**src/rtl/lr_pkg.sv**
```systemverilog
// ----------------------------------------------------------------------------
// lr_pkg
// Shared types and constants of the line rasterizer.
// ----------------------------------------------------------------------------
`default_nettype none

package lr_pkg;

	localparam int CFG_BITS    = 13;
	localparam int OFFSET_BITS = 24;
	localparam int COLOR_BITS  = 32;
	localparam int APB_DATA    = 32;
	localparam int APB_ADDR    = 3;

	localparam logic [CFG_BITS-1:0] WIDTH_RESET  = 13'd1024;
	localparam logic [CFG_BITS-1:0] HEIGHT_RESET = 13'd768;

	typedef enum logic [0:0] {
		OP_START = 1'b0,
		OP_STEP  = 1'b1
	} op_t;

	typedef enum logic [0:0] {
		REG_WIDTH  = 1'b0,
		REG_HEIGHT = 1'b1
	} reg_idx_t;

	typedef struct packed {
		logic [CFG_BITS-1:0] width;
		logic [CFG_BITS-1:0] height;
	} lr_cfg_t;

endpackage

`default_nettype wire

```
**src/rtl/lr_if.sv**
```systemverilog
// ----------------------------------------------------------------------------
// lr_cmd_if / lr_pix_if
// Valid/ready channels for line commands and generated pixels.
// ----------------------------------------------------------------------------
`default_nettype none

interface lr_cmd_if
	import lr_pkg::*;
	#(parameter int COORD_BITS = 13);

	logic                         valid;
	logic                         ready;
	op_t                          op;
	logic signed [COORD_BITS-1:0] x_start;
	logic signed [COORD_BITS-1:0] y_start;
	logic signed [COORD_BITS-1:0] x_end;
	logic signed [COORD_BITS-1:0] y_end;
	logic [COLOR_BITS-1:0]        color;

	modport source (output valid, op, x_start, y_start, x_end, y_end, color, input ready);
	modport sink   (input valid, op, x_start, y_start, x_end, y_end, color, output ready);

endinterface

interface lr_pix_if
	import lr_pkg::*;
	#(parameter int COORD_BITS = 13);

	logic                         valid;
	logic                         ready;
	logic signed [COORD_BITS-1:0] pix_x;
	logic signed [COORD_BITS-1:0] pix_y;
	logic [OFFSET_BITS-1:0]       pixel_offset;
	logic [COLOR_BITS-1:0]        pix_color;
	logic                         in_bounds;
	logic                         last;

	modport source (output valid, pix_x, pix_y, pixel_offset, pix_color, in_bounds, last,
		input ready);
	modport sink   (input valid, pix_x, pix_y, pixel_offset, pix_color, in_bounds, last,
		output ready);

endinterface

`default_nettype wire

```
**src/rtl/lr_cfg_regs.sv**
```systemverilog
// ----------------------------------------------------------------------------
// lr_cfg_regs
// APB register block holding the screen width and height.
// ----------------------------------------------------------------------------
`default_nettype none

module lr_cfg_regs
	import lr_pkg::*;
(
	input  wire logic                clk,
	input  wire logic                arst_n,
	input  wire logic                psel,
	input  wire logic                penable,
	input  wire logic                pwrite,
	input  wire logic [APB_ADDR-1:0] paddr,
	input  wire logic [APB_DATA-1:0] pwdata,
	output      logic [APB_DATA-1:0] prdata,
	output      logic                pready,
	output      lr_cfg_t             cfg
);

	logic [CFG_BITS-1:0] width_q;
	logic [CFG_BITS-1:0] height_q;
	reg_idx_t            idx;
	logic                wr_en;

	assign idx    = reg_idx_t'(paddr[2]);
	assign pready = 1'b1;
	assign wr_en  = psel && penable && pwrite && pready;

	always_ff @(posedge clk or negedge arst_n) begin
		if (!arst_n) begin
			width_q  <= WIDTH_RESET;
			height_q <= HEIGHT_RESET;
		end else if (wr_en) begin
			case (idx)
				REG_WIDTH:  width_q  <= pwdata[CFG_BITS-1:0];
				REG_HEIGHT: height_q <= pwdata[CFG_BITS-1:0];
				default: ;
			endcase
		end
	end

	always_comb begin
		case (idx)
			REG_WIDTH:  prdata = APB_DATA'(width_q);
			REG_HEIGHT: prdata = APB_DATA'(height_q);
			default:    prdata = '0;
		endcase
	end

	assign cfg.width  = width_q;
	assign cfg.height = height_q;

endmodule

`default_nettype wire

```
**src/rtl/line_rasterizer_core.sv**
```systemverilog
// ----------------------------------------------------------------------------
// line_rasterizer_core
// Bresenham line generator with screen clipping and framebuffer offset.
// ----------------------------------------------------------------------------
// A start command loads a line and produces nothing; each step command then
// returns one pixel, the last one flagged, until the line ends. Every command
// passes an input register and then the logic (error update, bounds test and
// one y*width multiply); a step's pixel is registered into the output register
// and presented there until it transfers. One command is taken per cycle, but a
// pixel held in the output register stalls a further step behind it, while
// starts and idle steps still pass.
`default_nettype none

module line_rasterizer_core
	import lr_pkg::*;
#(
	parameter int COORD_BITS = 13
) (
	input  wire logic                clk,
	input  wire logic                arst_n,
	lr_cmd_if.sink                   cmd,
	lr_pix_if.source                 pix,
	input  wire logic                psel,
	input  wire logic                penable,
	input  wire logic                pwrite,
	input  wire logic [APB_ADDR-1:0] paddr,
	input  wire logic [APB_DATA-1:0] pwdata,
	output      logic [APB_DATA-1:0] prdata,
	output      logic                pready
);

	localparam int DELTA_BITS = COORD_BITS + 1;
	localparam int ERR_BITS   = COORD_BITS + 3;
	localparam int CMP_BITS   = (COORD_BITS > CFG_BITS) ? COORD_BITS : CFG_BITS;
	localparam int PROD_BITS  = ((COORD_BITS + CFG_BITS > OFFSET_BITS) ?
		COORD_BITS + CFG_BITS : OFFSET_BITS) + 1;

	lr_cfg_t cfg;

	lr_cfg_regs u_cfg (
		.clk     (clk),
		.arst_n  (arst_n),
		.psel    (psel),
		.penable (penable),
		.pwrite  (pwrite),
		.paddr   (paddr),
		.pwdata  (pwdata),
		.prdata  (prdata),
		.pready  (pready),
		.cfg     (cfg)
	);

	// input register
	logic                         valid_s1;
	op_t                          op_s1;
	logic signed [COORD_BITS-1:0] x0_s1, y0_s1, x1_s1, y1_s1;
	logic [COLOR_BITS-1:0]        color_s1;

	// line state
	logic                         busy_q;
	logic signed [COORD_BITS-1:0] cur_x_q, cur_y_q, goal_x_q, goal_y_q;
	logic [DELTA_BITS-1:0]        adx_q, ady_q;
	logic                         step_x_neg_q, step_y_neg_q;
	logic signed [ERR_BITS-1:0]   err_q;
	logic [COLOR_BITS-1:0]        line_color_q;

	// output register
	logic                         valid_s2;
	logic signed [COORD_BITS-1:0] pix_x_s2, pix_y_s2;
	logic [OFFSET_BITS-1:0]       offset_s2;
	logic [COLOR_BITS-1:0]        color_s2;
	logic                         inb_s2, last_s2;

	logic                         has_result, out_free, adv;
	logic signed [DELTA_BITS-1:0] dx, dy;
	logic [DELTA_BITS-1:0]        adx_new, ady_new;
	logic signed [ERR_BITS-1:0]   err_init, adx_e, ady_e, err_next;
	logic                         inb, fin, move_x, move_y;
	logic [PROD_BITS-1:0]         off_full;
	logic [OFFSET_BITS-1:0]       off;

	assign has_result = valid_s1 && (op_s1 == OP_STEP) && busy_q;
	assign out_free   = !valid_s2 || pix.ready;
	assign adv        = valid_s1 && (!has_result || out_free);
	assign cmd.ready  = !valid_s1 || adv;

	// start setup
	assign dx       = DELTA_BITS'(x1_s1) - DELTA_BITS'(x0_s1);
	assign dy       = DELTA_BITS'(y1_s1) - DELTA_BITS'(y0_s1);
	assign adx_new  = dx[DELTA_BITS-1] ? DELTA_BITS'(-dx) : DELTA_BITS'(dx);
	assign ady_new  = dy[DELTA_BITS-1] ? DELTA_BITS'(-dy) : DELTA_BITS'(dy);
	assign err_init = (adx_new > ady_new) ? ERR_BITS'(adx_new >> 1) :
		-ERR_BITS'(ady_new >> 1);

	// pixel step
	assign adx_e    = ERR_BITS'(adx_q);
	assign ady_e    = ERR_BITS'(ady_q);
	assign move_x   = err_q > -adx_e;
	assign move_y   = err_q < ady_e;
	assign err_next = err_q - (move_x ? ady_e : '0) + (move_y ? adx_e : '0);
	assign fin      = (cur_x_q == goal_x_q) && (cur_y_q == goal_y_q);
	assign inb      = !cur_x_q[COORD_BITS-1] && !cur_y_q[COORD_BITS-1] &&
		(CMP_BITS'(unsigned'(cur_x_q)) < CMP_BITS'(cfg.width)) &&
		(CMP_BITS'(unsigned'(cur_y_q)) < CMP_BITS'(cfg.height));
	assign off_full = PROD_BITS'(unsigned'(cur_y_q)) * PROD_BITS'(cfg.width) +
		PROD_BITS'(unsigned'(cur_x_q));
	assign off      = inb ? off_full[OFFSET_BITS-1:0] : '0;

	always_ff @(posedge clk or negedge arst_n) begin
		if (!arst_n) begin
			valid_s1 <= 1'b0;
		end else if (cmd.ready) begin
			valid_s1 <= cmd.valid;
		end
	end

	always_ff @(posedge clk) begin
		if (cmd.valid && cmd.ready) begin
			op_s1    <= cmd.op;
			x0_s1    <= cmd.x_start;
			y0_s1    <= cmd.y_start;
			x1_s1    <= cmd.x_end;
			y1_s1    <= cmd.y_end;
			color_s1 <= cmd.color;
		end
	end

	always_ff @(posedge clk or negedge arst_n) begin
		if (!arst_n) begin
			busy_q <= 1'b0;
		end else if (adv) begin
			if (op_s1 == OP_START) begin
				busy_q <= 1'b1;
			end else if (busy_q && fin) begin
				busy_q <= 1'b0;
			end
		end
	end

	always_ff @(posedge clk) begin
		if (adv) begin
			if (op_s1 == OP_START) begin
				cur_x_q      <= x0_s1;
				cur_y_q      <= y0_s1;
				goal_x_q     <= x1_s1;
				goal_y_q     <= y1_s1;
				adx_q        <= adx_new;
				ady_q        <= ady_new;
				step_x_neg_q <= dx[DELTA_BITS-1];
				step_y_neg_q <= dy[DELTA_BITS-1];
				err_q        <= err_init;
				line_color_q <= color_s1;
			end else if (busy_q && !fin) begin
				err_q <= err_next;
				if (move_x) begin
					cur_x_q <= cur_x_q + (step_x_neg_q ? '1 : COORD_BITS'(1));
				end
				if (move_y) begin
					cur_y_q <= cur_y_q + (step_y_neg_q ? '1 : COORD_BITS'(1));
				end
			end
		end
	end

	always_ff @(posedge clk or negedge arst_n) begin
		if (!arst_n) begin
			valid_s2 <= 1'b0;
		end else if (out_free) begin
			valid_s2 <= adv && has_result;
		end
	end

	always_ff @(posedge clk) begin
		if (adv && has_result) begin
			pix_x_s2  <= cur_x_q;
			pix_y_s2  <= cur_y_q;
			offset_s2 <= off;
			color_s2  <= line_color_q;
			inb_s2    <= inb;
			last_s2   <= fin;
		end
	end

	assign pix.valid        = valid_s2;
	assign pix.pix_x        = pix_x_s2;
	assign pix.pix_y        = pix_y_s2;
	assign pix.pixel_offset = offset_s2;
	assign pix.pix_color    = color_s2;
	assign pix.in_bounds    = inb_s2;
	assign pix.last         = last_s2;

`ifndef NO_ASSERTIONS
	a_start_sets_busy: assert property (@(posedge clk) disable iff (!arst_n)
		(adv && op_s1 == OP_START) |=> busy_q)
		else $error("start did not activate line");

	a_last_ends_line: assert property (@(posedge clk) disable iff (!arst_n)
		(adv && has_result && fin) |=> (!busy_q && valid_s2 && last_s2))
		else $error("endpoint pixel did not end the line");

	a_offset_clipped: assert property (@(posedge clk) disable iff (!arst_n)
		(valid_s2 && !inb_s2) |-> (offset_s2 == '0))
		else $error("offset given for clipped pixel");

	a_unit_step_x: assert property (@(posedge clk) disable iff (!arst_n)
		(adv && has_result && !fin) |=> (cur_x_q == $past(cur_x_q) ||
			cur_x_q == $past(cur_x_q) + COORD_BITS'(1) ||
			cur_x_q == $past(cur_x_q) - COORD_BITS'(1)))
		else $error("column moved by more than one");
`endif

endmodule

`default_nettype wire
```
**src/flat_wrapper.sv**
```systemverilog
// flat-port wrapper written by rule: the top's interface ports become plain ports
module line_rasterizer_core_flat import lr_pkg::*;
#(
	parameter int COORD_BITS = 13
)
  (clk, arst_n, psel, penable, pwrite, paddr, pwdata, prdata, pready, cmd_valid, cmd_op, cmd_x_start, cmd_y_start, cmd_x_end, cmd_y_end, cmd_color, cmd_ready, pix_valid, pix_pix_x, pix_pix_y, pix_pixel_offset, pix_pix_color, pix_in_bounds, pix_last, pix_ready);
  lr_cmd_if #(.COORD_BITS(COORD_BITS)) cmd_i ();
  lr_pix_if #(.COORD_BITS(COORD_BITS)) pix_i ();
  input  wire logic clk;
  input  wire logic arst_n;
  input  wire logic psel;
  input  wire logic penable;
  input  wire logic pwrite;
  input  wire logic [APB_ADDR-1:0] paddr;
  input  wire logic [APB_DATA-1:0] pwdata;
  output      logic [APB_DATA-1:0] prdata;
  output      logic pready;
  input wire logic [$bits(cmd_i.valid)-1:0] cmd_valid;
  input wire logic [$bits(cmd_i.op)-1:0] cmd_op;
  input wire logic [$bits(cmd_i.x_start)-1:0] cmd_x_start;
  input wire logic [$bits(cmd_i.y_start)-1:0] cmd_y_start;
  input wire logic [$bits(cmd_i.x_end)-1:0] cmd_x_end;
  input wire logic [$bits(cmd_i.y_end)-1:0] cmd_y_end;
  input wire logic [$bits(cmd_i.color)-1:0] cmd_color;
  output wire logic [$bits(cmd_i.ready)-1:0] cmd_ready;
  output wire logic [$bits(pix_i.valid)-1:0] pix_valid;
  output wire logic [$bits(pix_i.pix_x)-1:0] pix_pix_x;
  output wire logic [$bits(pix_i.pix_y)-1:0] pix_pix_y;
  output wire logic [$bits(pix_i.pixel_offset)-1:0] pix_pixel_offset;
  output wire logic [$bits(pix_i.pix_color)-1:0] pix_pix_color;
  output wire logic [$bits(pix_i.in_bounds)-1:0] pix_in_bounds;
  output wire logic [$bits(pix_i.last)-1:0] pix_last;
  input wire logic [$bits(pix_i.ready)-1:0] pix_ready;
  assign cmd_i.valid = cmd_valid;
  assign cmd_i.op = cmd_op;
  assign cmd_i.x_start = cmd_x_start;
  assign cmd_i.y_start = cmd_y_start;
  assign cmd_i.x_end = cmd_x_end;
  assign cmd_i.y_end = cmd_y_end;
  assign cmd_i.color = cmd_color;
  assign cmd_ready = cmd_i.ready;
  assign pix_valid = pix_i.valid;
  assign pix_pix_x = pix_i.pix_x;
  assign pix_pix_y = pix_i.pix_y;
  assign pix_pixel_offset = pix_i.pixel_offset;
  assign pix_pix_color = pix_i.pix_color;
  assign pix_in_bounds = pix_i.in_bounds;
  assign pix_last = pix_i.last;
  assign pix_i.ready = pix_ready;
  line_rasterizer_core #(.COORD_BITS(COORD_BITS)) u_core (.clk(clk), .arst_n(arst_n), .cmd(cmd_i), .pix(pix_i), .psel(psel), .penable(penable), .pwrite(pwrite), .paddr(paddr), .pwdata(pwdata), .prdata(prdata), .pready(pready));
endmodule
```
**config.mk**
```make
export PLATFORM = sky130hd
export DESIGN_NAME = line_rasterizer_core_flat
export DESIGN_NICKNAME = d
export VERILOG_FILES = /design/src/rtl/lr_pkg.sv /design/src/rtl/lr_if.sv /design/src/rtl/lr_cfg_regs.sv /design/src/rtl/line_rasterizer_core.sv /design/src/flat_wrapper.sv
export SDC_FILE = /design/constraint.sdc
export NUM_CORES = 1
export LEC_CHECK = 0
export BUFFER_PORTS_ARGS = -buffer_cell sky130_fd_sc_hd__buf_4
export CAP_MARGIN = 0
export CORE_MARGIN = 4
export CORE_UTILIZATION = 45
export CTS_BUF_LIST = sky130_fd_sc_hd__clkbuf_4
export CTS_CLUSTER_SIZE = 14
export DETAILED_ROUTE_END_ITERATION = 10
export MAX_ROUTING_LAYER = met4
export PLACE_DENSITY = 0.61
export SYNTH_ARGS = -nofsm -noshare
export SYNTH_HDL_FRONTEND = slang
export SYNTH_SLANG_ARGS = --single-unit
```
**constraint.sdc**
```tcl
create_clock -name clk -period 9.1 [get_ports clk]
set_input_delay 1.82 -clock clk [delete_from_list [all_inputs] [get_ports clk]]
set_output_delay 1.82 -clock clk [all_outputs]
set_load 0.02 [all_outputs]
```
; Word-level counts from Yosys, hierarchy flattened
; Index checks and enable logic that the tools add are counted.
[word_totals]
reg_bits = 328
elab_cells = 99
inputBits = 127
[classes]
mul = 1
n_addsub = 11
mux = 18
bitwise = 2
n_reduce_logical = 29
n_lt_le_gt_ge = 5
n_eq_ne = 6
[ops]
columns = op, count
row1 = 2-to-1 mux 13 bit, 8
row2 = case mux 32 bit (2 select lines), 1
row3 = 2-to-1 mux 14 bit, 4
row4 = 2-to-1 mux 16 bit, 3
row5 = negation 14 bit, 2
row6 = subtractor 13 x 13 -> 14 bit, 2
row7 = adder 13 bit, 2
row8 = equality test 13 bit, 2
row9 = less-than comparator 13 bit, 2
row10 = adder 24 x 13 -> 24 bit, 1
row11 = multiplier 13 x 13 -> 24 bit, 1
row12 = adder 16 bit, 1
row13 = greater-than comparator 16 bit, 1
row14 = less-than comparator 16 x 15 -> 1 bit, 1
row15 = negation 13 -> 16 bit, 1
row16 = negation 14 -> 16 bit, 1
row17 = subtractor 16 bit, 1
row18 = greater-than comparator 14 bit, 1
row19 = logical AND 1 bit, 13
row20 = AND reduction 2 bit, 5
row21 = "inequality test 2 bit, second input constant", 4
row22 = zero test 1 bit, 6
row23 = AND reduction 3 bit, 2
row24 = logical OR 1 bit, 3
row25 = other kinds (2), 4

; Depth between registers and ports, before layout
; Gate-level depths: netlist of run 1.
[depth]
depth_word = 7
ltp_mapped = 28
depth_no_buf = 28

; Modules after synthesis
; From an unflattened synthesis of run 1, not the netlist that was laid out.
[hier_totals]
hier_cells = 2128
area_unflattened_um2 = 23606.4
[modules_own_cells]
columns = module, cells_each, seq_area_each_um2, area_per_inst_um2, n_inst
row1 = line_rasterizer_core, 2036, 9053.7, 22257.6, 1
row2 = lr_cfg_regs, 92, 654.4, 1348.8, 1

; Worst setup path after synthesis of run 1
; OpenSTA, ideal clock, no wires.
[synth_path]
path_kind = reg-to-reg
startpoint = register u_core.adx_q[3]
endpoint = register u_core.err_q[14], data pin
stages_incl_launch_ff = 28
setup_ps = 256
n_path_buf = 0
arrival_time_ps = 5894
slack_ps = 2950
cell_sequence = edfxtp_1 -> or3_1 -> or4_1 -> nor3_1 -> nand2_1 -> or2_2 -> nor2_1 -> xor2_1 -> ha_1 -> and4_1 -> nand3_1 -> nor3_1 -> nand4_1 -> and3_1 -> and2_1 -> fa_1 -> inv_1 -> fa_1 -> a21oi_1 -> o21bai_1 -> a21o_1 -> a21o_1 -> a21oi_1 -> o21ai_0 -> o41ai_1 -> o211ai_1 -> xor2_1 -> a22o_1
[synth_between]
elab_chain_len = 7
[synth_lines]
columns = element, line_no
row1 = from (decl), line_rasterizer_core.sv:62  ; logic [DELTA_BITS-1:0] adx_q, ady_q;
row2 = from (signal assigned), line_rasterizer_core.sv:147  ; adx_q <= adx_new;
row3 = negation 14 -> 16 bit, line_rasterizer_core.sv:98  ; assign move_x = err_q > -adx_e;
row4 = greater-than comparator 16 bit, line_rasterizer_core.sv:98
row5 = 2-to-1 mux 14 bit, line_rasterizer_core.sv:100  ; assign err_next = err_q - (move_x ? ady_e : '0) + (move_y ? adx_e : '0);
row6 = subtractor 16 bit, line_rasterizer_core.sv:100
row7 = adder 16 bit (*), line_rasterizer_core.sv:100
row8 = 2-to-1 mux 16 bit (*), line_rasterizer_core.sv:153  ; end else if (busy_q && !fin) begin
row9 = 2-to-1 mux 16 bit (*), line_rasterizer_core.sv:142  ; if (op_s1 == OP_START) begin
row10 = to (signal assigned), line_rasterizer_core.sv:151  ; err_q <= err_init;
row11 = to (signal assigned), line_rasterizer_core.sv:154  ; err_q <= err_next;
row12 = to (decl), line_rasterizer_core.sv:64  ; logic signed [ERR_BITS-1:0] err_q;
; Mark *: on every way between the ends. The rest lies on a longest branch, timed or not. The select of a mux whose other input is x is not followed.
; A chain may end at the register's enable or synchronous reset.

; Final worst setup path of run 1
; Ends and elaborated chain as after synthesis.

==> run_results.csv, run 1 <==
group,metric,value,unit
outcome,status,"completed",
clock_network,cts_hold_buf,0,
clock_network,cts_setup_buffers,0,
final_layout,nFillCells,4686,
drt,num_vias,16188,
drt,drt-pass1-iter-count,5,
worst_setup_path,cp_data_arrival_time,7.65,ns
timing,skew,0.07424,ns
timing,finalMaxSlewViolations,0,
logic_synthesis,ys_seq_area_frac,0.4162,
final_layout,nets,2867,
floorplanning,initial_utilization,0.4547,
logic_synthesis,synthTopCellsByCount,"337 x inv_1, 299 x edfxtp_1, 215 x ha_1",
drt,drt_wl_total,59080,um
timing,max_clock_freq,0.1413,GHz
timing,worstMarginPinSlew,1.023,ns
worst_setup_path,cp-end-kind,"flip-flop",
clock_network,clock_sinks,328,
timing,rsz0062_at_grt,"no",
clock_network,clock_latency,0.85,ns
final_layout,multi_input_area,12060,um^2
floorplanning,die-width,235.7,um
logic_synthesis,synth_top_area_cell,"edfxtp_1",
final_layout,syn2layout_area_growth,14.61,%
timing,setup_viol,0,
floorplanning,rows,83,
clock_network,cts-resized-gates,0,
grt,grt_overflow,0,
timing,period_needed,7.078,ns
drt,wl_per_cell,18.83,um
grt,grt_start_max_net_pins,73,
logic_synthesis,syn_area_per_cell,10.99,um^2
grt,antenna_found_initial,3,
drt,drt_drc_violations_left,0,
clock_network,cts_buffer_depth,3,
floorplanning,core-area,51300,um^2
drt,drt_iter0_drc,1059,
clock_network,cts_tree,"built",
worst_setup_path,worstSetupStartpointType,"flip-flop",
grt,track_usage,0.2204,
final_layout,fin_area,26740,um^2
min_path,hold_path_class,"reg -> reg",
placed_design,port_buffers,204,
placed_design,placed_cells,2966,
timing,setup-tns-final,0,ns
logic_synthesis,synth_edf_count,299,
placed_design,place_hpwl,44710,um
worst_setup_path,crit_fanout,15,
drt,drtAntennaViolNets,0,
floorplanning,die-height,235.7,um
clock_network,cts_made_buffers,90,
logic_synthesis,syn_area,23330,um^2
final_layout,regArea,9708,um^2
logic_synthesis,synth.top_cells.by_area,"edfxtp_1 38%, fa_1 13%, ha_1 12%",
logic_synthesis,synth_cell_types,86,
clock_network,cts-root-buf,"clkbuf_4",
logic_synthesis,yosys_most_used_dff,"edfxtp_1",
floorplanning,pin_count,246,
logic_synthesis,synth-seq-cells,328,
worst_setup_path,worstSetupPathType,"reg -> reg",
floorplanning,design.die.area,55550,um^2
drt,drt-vias-per-instance,5.159,
timing,hold_viol,0,
logic_synthesis,yosys_warnings,0,
grt,grt_pass1_wl,94160,um
final_layout,final_cells,3138,
placed_design,finalWeightedCongestion,0.9336,
final_layout,drive_above_1_share,0.1695,
logic_synthesis,syn_inst,2122,
logic_synthesis,synth.most_common_cell,"inv_1",
timing,period_share,0.7778,
flow_run,drv_cap,0,
placed_design,postPlaceCellArea,25520,um^2
clock_network,h-tree-depth,3,
worst_setup_path,crit_required,9.68,ns
grt,grt_pass1_vias,17031,
timing,max_slew_margin,0.3182,
logic_synthesis,synth_top_area_frac,0.3849,
clock_network,cts.clk_slew.worst_paths,0.06,ns
logic_synthesis,synthArstFlopShare,0.08841,
==> per-layer routing <==
| layer | share of wire | up-vias | GRT usage |
|---|---|---|---|
| li1 | - | 7750 | - |
| met1 | 0.46 | 7865 | 0.2965 |
| met2 | 0.47 | 482 | 0.3473 |
| met3 | 0.057 | 91 | 0.04241 |
| met4 | 0.020 | 0 | 0.05642 |
| met5 | 0 | - | - |
==> final cells by class <==
cell class                      instances  share of cell area
Sequential cell                       328              0.3631
Timing Repair Buffer                  217             0.06093
Clock inverter                         44            0.009921
Inverter                              340             0.04773
Tap cell                              680             0.03182
Clock buffer                          125             0.03510
Antenna cell                            3           0.0002808
Multi-Input combinational cell       1401              0.4511
==> critical path: stages, from the launching register on <==
cell and delay [ns]:
edfxtp_1 0.45, or3_1 0.46, or4_1 0.46, nor3_1 0.21, nand2_1 0.10, or2_2 0.31
nor2_1 0.13, xor2_1 0.09, ha_1 0.29, and4_1 0.21, nand3_1 0.11, nor3_1 0.20
nand4_1 0.10, and3_1 0.36, and2_1 0.26, fa_1 0.51, inv_1 0.07, fa_1 0.45
a21oi_1 0.15, o21bai_1 0.12, a21o_1 0.19, a21o_1 0.20, a21oi_1 0.19, o21ai_0 0.15
o41ai_1 0.51, o211ai_1 0.20, xor2_1 0.18, a22o_1 0.18
==> cell families after synthesis <==
logic type | Yosys count | synth area share
xor+xnor | 142 | 0.05364
mux | 45 | 0.02108
simple gates | 530 | 0.1126
compound gates | 302 | 0.08426
fa+ha+maj | 362 | 0.2415
buf+inv | 411 | 0.07048
flops | 328 | 0.4162
other cells | 2 | 0.0003219
==> cells in the final DEF (no fill, tap or decap), types with 61 or more instances in the layout <==
| cell type | count |
|---|---|
| fa_1 | 147 |
| nor2_1 | 95 |
| ha_1 | 215 |
| xor2_1 | 61 |
| clkbuf_4 | 125 |
| buf_4 | 217 |
| edfxtp_1 | 299 |
| inv_1 | 337 |
| o21ai_0 | 90 |
| xnor2_1 | 80 |
| and2_1 | 76 |
| nand2_1 | 185 |
==> sequential cells by signal, summed over array words and instances (netlist names), 14 cells and up <==
register / cells
u_core.adx_q: 14
u_core.ady_q: 14
u_core.color_s1: 32
u_core.err_q: 16
u_core.line_color_q: 32
u_core.pix.pix_color: 32
u_core.pix.pixel_offset: 24
==> stage by stage <==
stage | setup slack (ns) | utilization | hold slack, ns
after detailed placement | 2.026 | 0.4975 | 0.4045
final | 2.022 | 0.5211 | 0.4118
after global routing | 1.507 | 0.5211 | 0.4227
after floorplan | 2.950 | - | 0.4003
after CTS | 1.968 | 0.5210 | 0.4136
after global placement | 2.066 | 0.4975 | 0.4007
==> final timing paths <==
check                                         from                       end  slack (ns)  depth (start not counted)
hold / removal             u_core.line_color_q[16]  u_core.pix.pix_color[16]        0.41                          0
setup reg to reg                   u_core.adx_q[3]          u_core.err_q[14]        2.02                         27
setup / recovery                   u_core.adx_q[3]          u_core.err_q[14]        2.02                         27
hold reg to reg            u_core.line_color_q[16]  u_core.pix.pix_color[16]        0.41                          0
min in group asynchronous                   arst_n  u_core.u_cfg.height_q[3]        0.91                          1
max in group asynchronous                   arst_n  u_core.u_cfg.height_q[8]        7.83                          1
Power of run 1 is left out: the tool's default activity adds up to more than one toggle a clock period on the data nets, which glitch-free logic cannot reach.
==> inputs of run 2 (changes only) <==
Settings changed: ABC_AREA from default to 1, PLACE_DENSITY 0.61 to 0.63.
Clock period 9.1 ns to 6.4 ns, I/O delays scaled along.
==> run_results.csv, run 2 <==
group,metric,value,unit
grt,track_usage,0.2275,
grt,antenna_found_initial,4,
worst_setup_path,critPathCapture,"u_core.err_q[11]",
logic_synthesis,synth.top_cells.by_area,"edfxtp_1 37%, fa_1 12%, ha_1 11%",
clock_network,clock_latency,0.89,ns
clock_network,cts-root-buf,"clkbuf_4",
floorplanning,design.die.area,57160,um^2
final_layout,final_cell_mix,"578 x nand2_1, 541 x inv_1, 299 x edfxtp_1",
logic_synthesis,synth_cell_types,55,
logic_synthesis,syn_area_per_cell,9.235,um^2
final_layout,nFillCells,4915,
timing,setup-tns-final,0,ns
final_layout,drive_above_1_share,0.1585,
timing,rsz0062_at_grt,"no",
grt,grt_pass1_vias,18445,
min_path,hold_path_class,"in -> async",
logic_synthesis,synth_top_area_cell,"edfxtp_1",
clock_network,cts_buffer_depth,3,
logic_synthesis,synthArstFlopShare,0.08841,
logic_synthesis,syn_inst,2602,
worst_setup_path,cp_data_arrival_time,6.64,ns
worst_setup_path,crit_required,6.97,ns
clock_network,clock_sinks,328,
drt,drt_drc_violations_left,0,
logic_synthesis,yosys_warnings,0,
timing,max_slew_margin,0.2589,
timing,skew,0.1055,ns
worst_setup_path,cp-end-kind,"flip-flop",
drt,drt-pass1-iter-count,5,
drt,drt_wl_total,63670,um
worst_setup_path,crit_family,"simple AND/OR/NAND/NOR gates",
worst_setup_path,path_depth,31,
timing,fin_ws,0.3302,ns
final_layout,nets,3380,
timing,finalMaxSlewViolations,0,
floorplanning,pin_count,246,
clock_network,cts_made_buffers,88,
clock_network,cts_hold_buf,0,
placed_design,finalWeightedCongestion,0.9181,
timing,max_clock_freq,0.1648,GHz
logic_synthesis,synth.most_common_cell,"nand2_1",
worst_setup_path,path_buf_inv,5,
worst_setup_path,reg2reg_depth,31,
placed_design,port_buffers,204,
timing,hold_viol,0,
worst_setup_path,critPathLaunch,"u_core.adx_q[0]",
timing,setup_viol,0,
grt,grt_start_max_net_pins,75,
final_layout,final_common_cell,"nand2_1",
timing,worstMarginPinSlew,1.112,ns
final_layout,fin_util,0.5251,
worst_setup_path,crit_fanout,12,
grt,grt_overflow,0,
drt,wl_per_cell,17.45,um
floorplanning,die-width,239.1,um
drt,drt-vias-per-instance,5.069,
drt,num_vias,18492,
floorplanning,rows,84,
logic_synthesis,synth_edf_count,299,
final_layout,syn2layout_area_growth,15.29,%
timing,period_needed,6.070,ns
floorplanning,core-area,52760,um^2
flow_run,drv_cap,0,
grt,grt_pass1_wl,98370,um
floorplanning,initial_utilization,0.4554,
worst_setup_path,r2r_slack,0.33,ns
drt,drt_iter0_drc,1249,
worst_setup_path,r2r-start,"u_core.adx_q[0]",
worst_setup_path,worstSetupPathType,"reg -> reg",
worst_setup_path,crit_path_max_incr_delay,0.50,ns
clock_network,cts.clk_slew.worst_paths,0.07,ns
logic_synthesis,syn_area,24030,um^2
logic_synthesis,synthTopCellsByCount,"578 x nand2_1, 543 x inv_1, 299 x edfxtp_1",
placed_design,place_hpwl,49610,um
worst_setup_path,worstSetupStartpointType,"flip-flop",
worst_setup_path,r2r_end,"u_core.err_q[11]",
floorplanning,die-height,239.1,um
placed_design,pre_cts_slack,0.1946,ns
logic_synthesis,synth_top_area_frac,0.3737,
clock_network,cts_tree,"built",
outcome,status,"completed",
clock_network,h-tree-depth,3,
logic_synthesis,synth-seq-cells,328,
drt,drtAntennaViolNets,0,
logic_synthesis,ys_seq_area_frac,0.4040,
logic_synthesis,yosys_most_used_dff,"edfxtp_1",
timing,period_share,0.9484,
worst_setup_path,cp_slowest_cell,"fa_1",
==> run 2: changes by cell type in the layout (fill, tap and decap cells not counted), sizes merged, moves of 33 or more <==
cell	change
a21o	-33
a21oi	+66
and2	-75
inv	+212
nand2	+412
nand3	+68
o21ai	+34
xnor2	-54
==> run 2: cells by family (layout without fill, tap and decap cells) <==
kind of cell | Yosys count | after routing | synth area share
adders and majority gates | 362 | 362 | 0.2344
and+or+nand+nor | 896 | 896 | 0.1583
other | 2 | 27 | 0.0003125
buffers and inverters | 619 | 952 | 0.1004
AOI/OAI and AO/OA | 310 | 310 | 0.07160
xor gates and xnor gates | 85 | 85 | 0.03098
DFF | 328 | 328 | 0.4040
==> run 2: layer usage <==
metal / vias up / GRT usage / part of all wire
met1: 8889 / 0.2981 / 0.44
li1: 8953 / - / -
met3: 98 / 0.04176 / 0.064
met5: - / - / 0
met4: 0 / 0.06227 / 0.020
met2: 552 / 0.3671 / 0.48
==> run 2: what timing repair did <==
item,in CTS,in global routing
setup endpoints to repair,0,13
gates resized for setup,0,15
setup buffers,0,12
endpoints found under the hold margin,0,0
==> run 2: final cells by class <==
cell class                 instances  area [um^2]  area share
multi-input combinational       1673        12040      0.4345
sequential                       328         9713      0.3506
inverter                         550         2064     0.07452
timing repair buffer             250         1894     0.06838
clock buffer                     126        945.9     0.03414
tap                              688        860.8     0.03107
clock inverter                    26        170.2    0.006142
antenna                            7        17.52   0.0006323
==> run 2: per-stage QoR <==
stage / hold slack, ns / area, um^2 / instances
floorplan: 0.4003 / 24100 / 2620
global placement: 0.4004 / 26440 / 3477
detailed placement: 0.4045 / 26440 / 3477
CTS: 0.2650 / 27560 / 3629
global route: 0.3074 / 27700 / 3647
finish: 0.3253 / 27700 / 3648
==> run 2: worst min path at each step <==
stage,startpoint,end,slack (ns),depth (start not counted)
global route,arst_n,u_core.u_cfg.width_q[8],0.31,1
detailed placement,u_core.color_s1[14],u_core.line_color_q[14],0.40,0
global placement,u_core.line_color_q[5],u_core.pix.pix_color[5],0.40,0
finish,arst_n,u_core.u_cfg.width_q[8],0.33,1
floorplan,u_core.color_s1[0],u_core.line_color_q[0],0.40,0
CTS,arst_n,u_core.u_cfg.height_q[10],0.27,1
Power of run 2 is left out for the same reason.
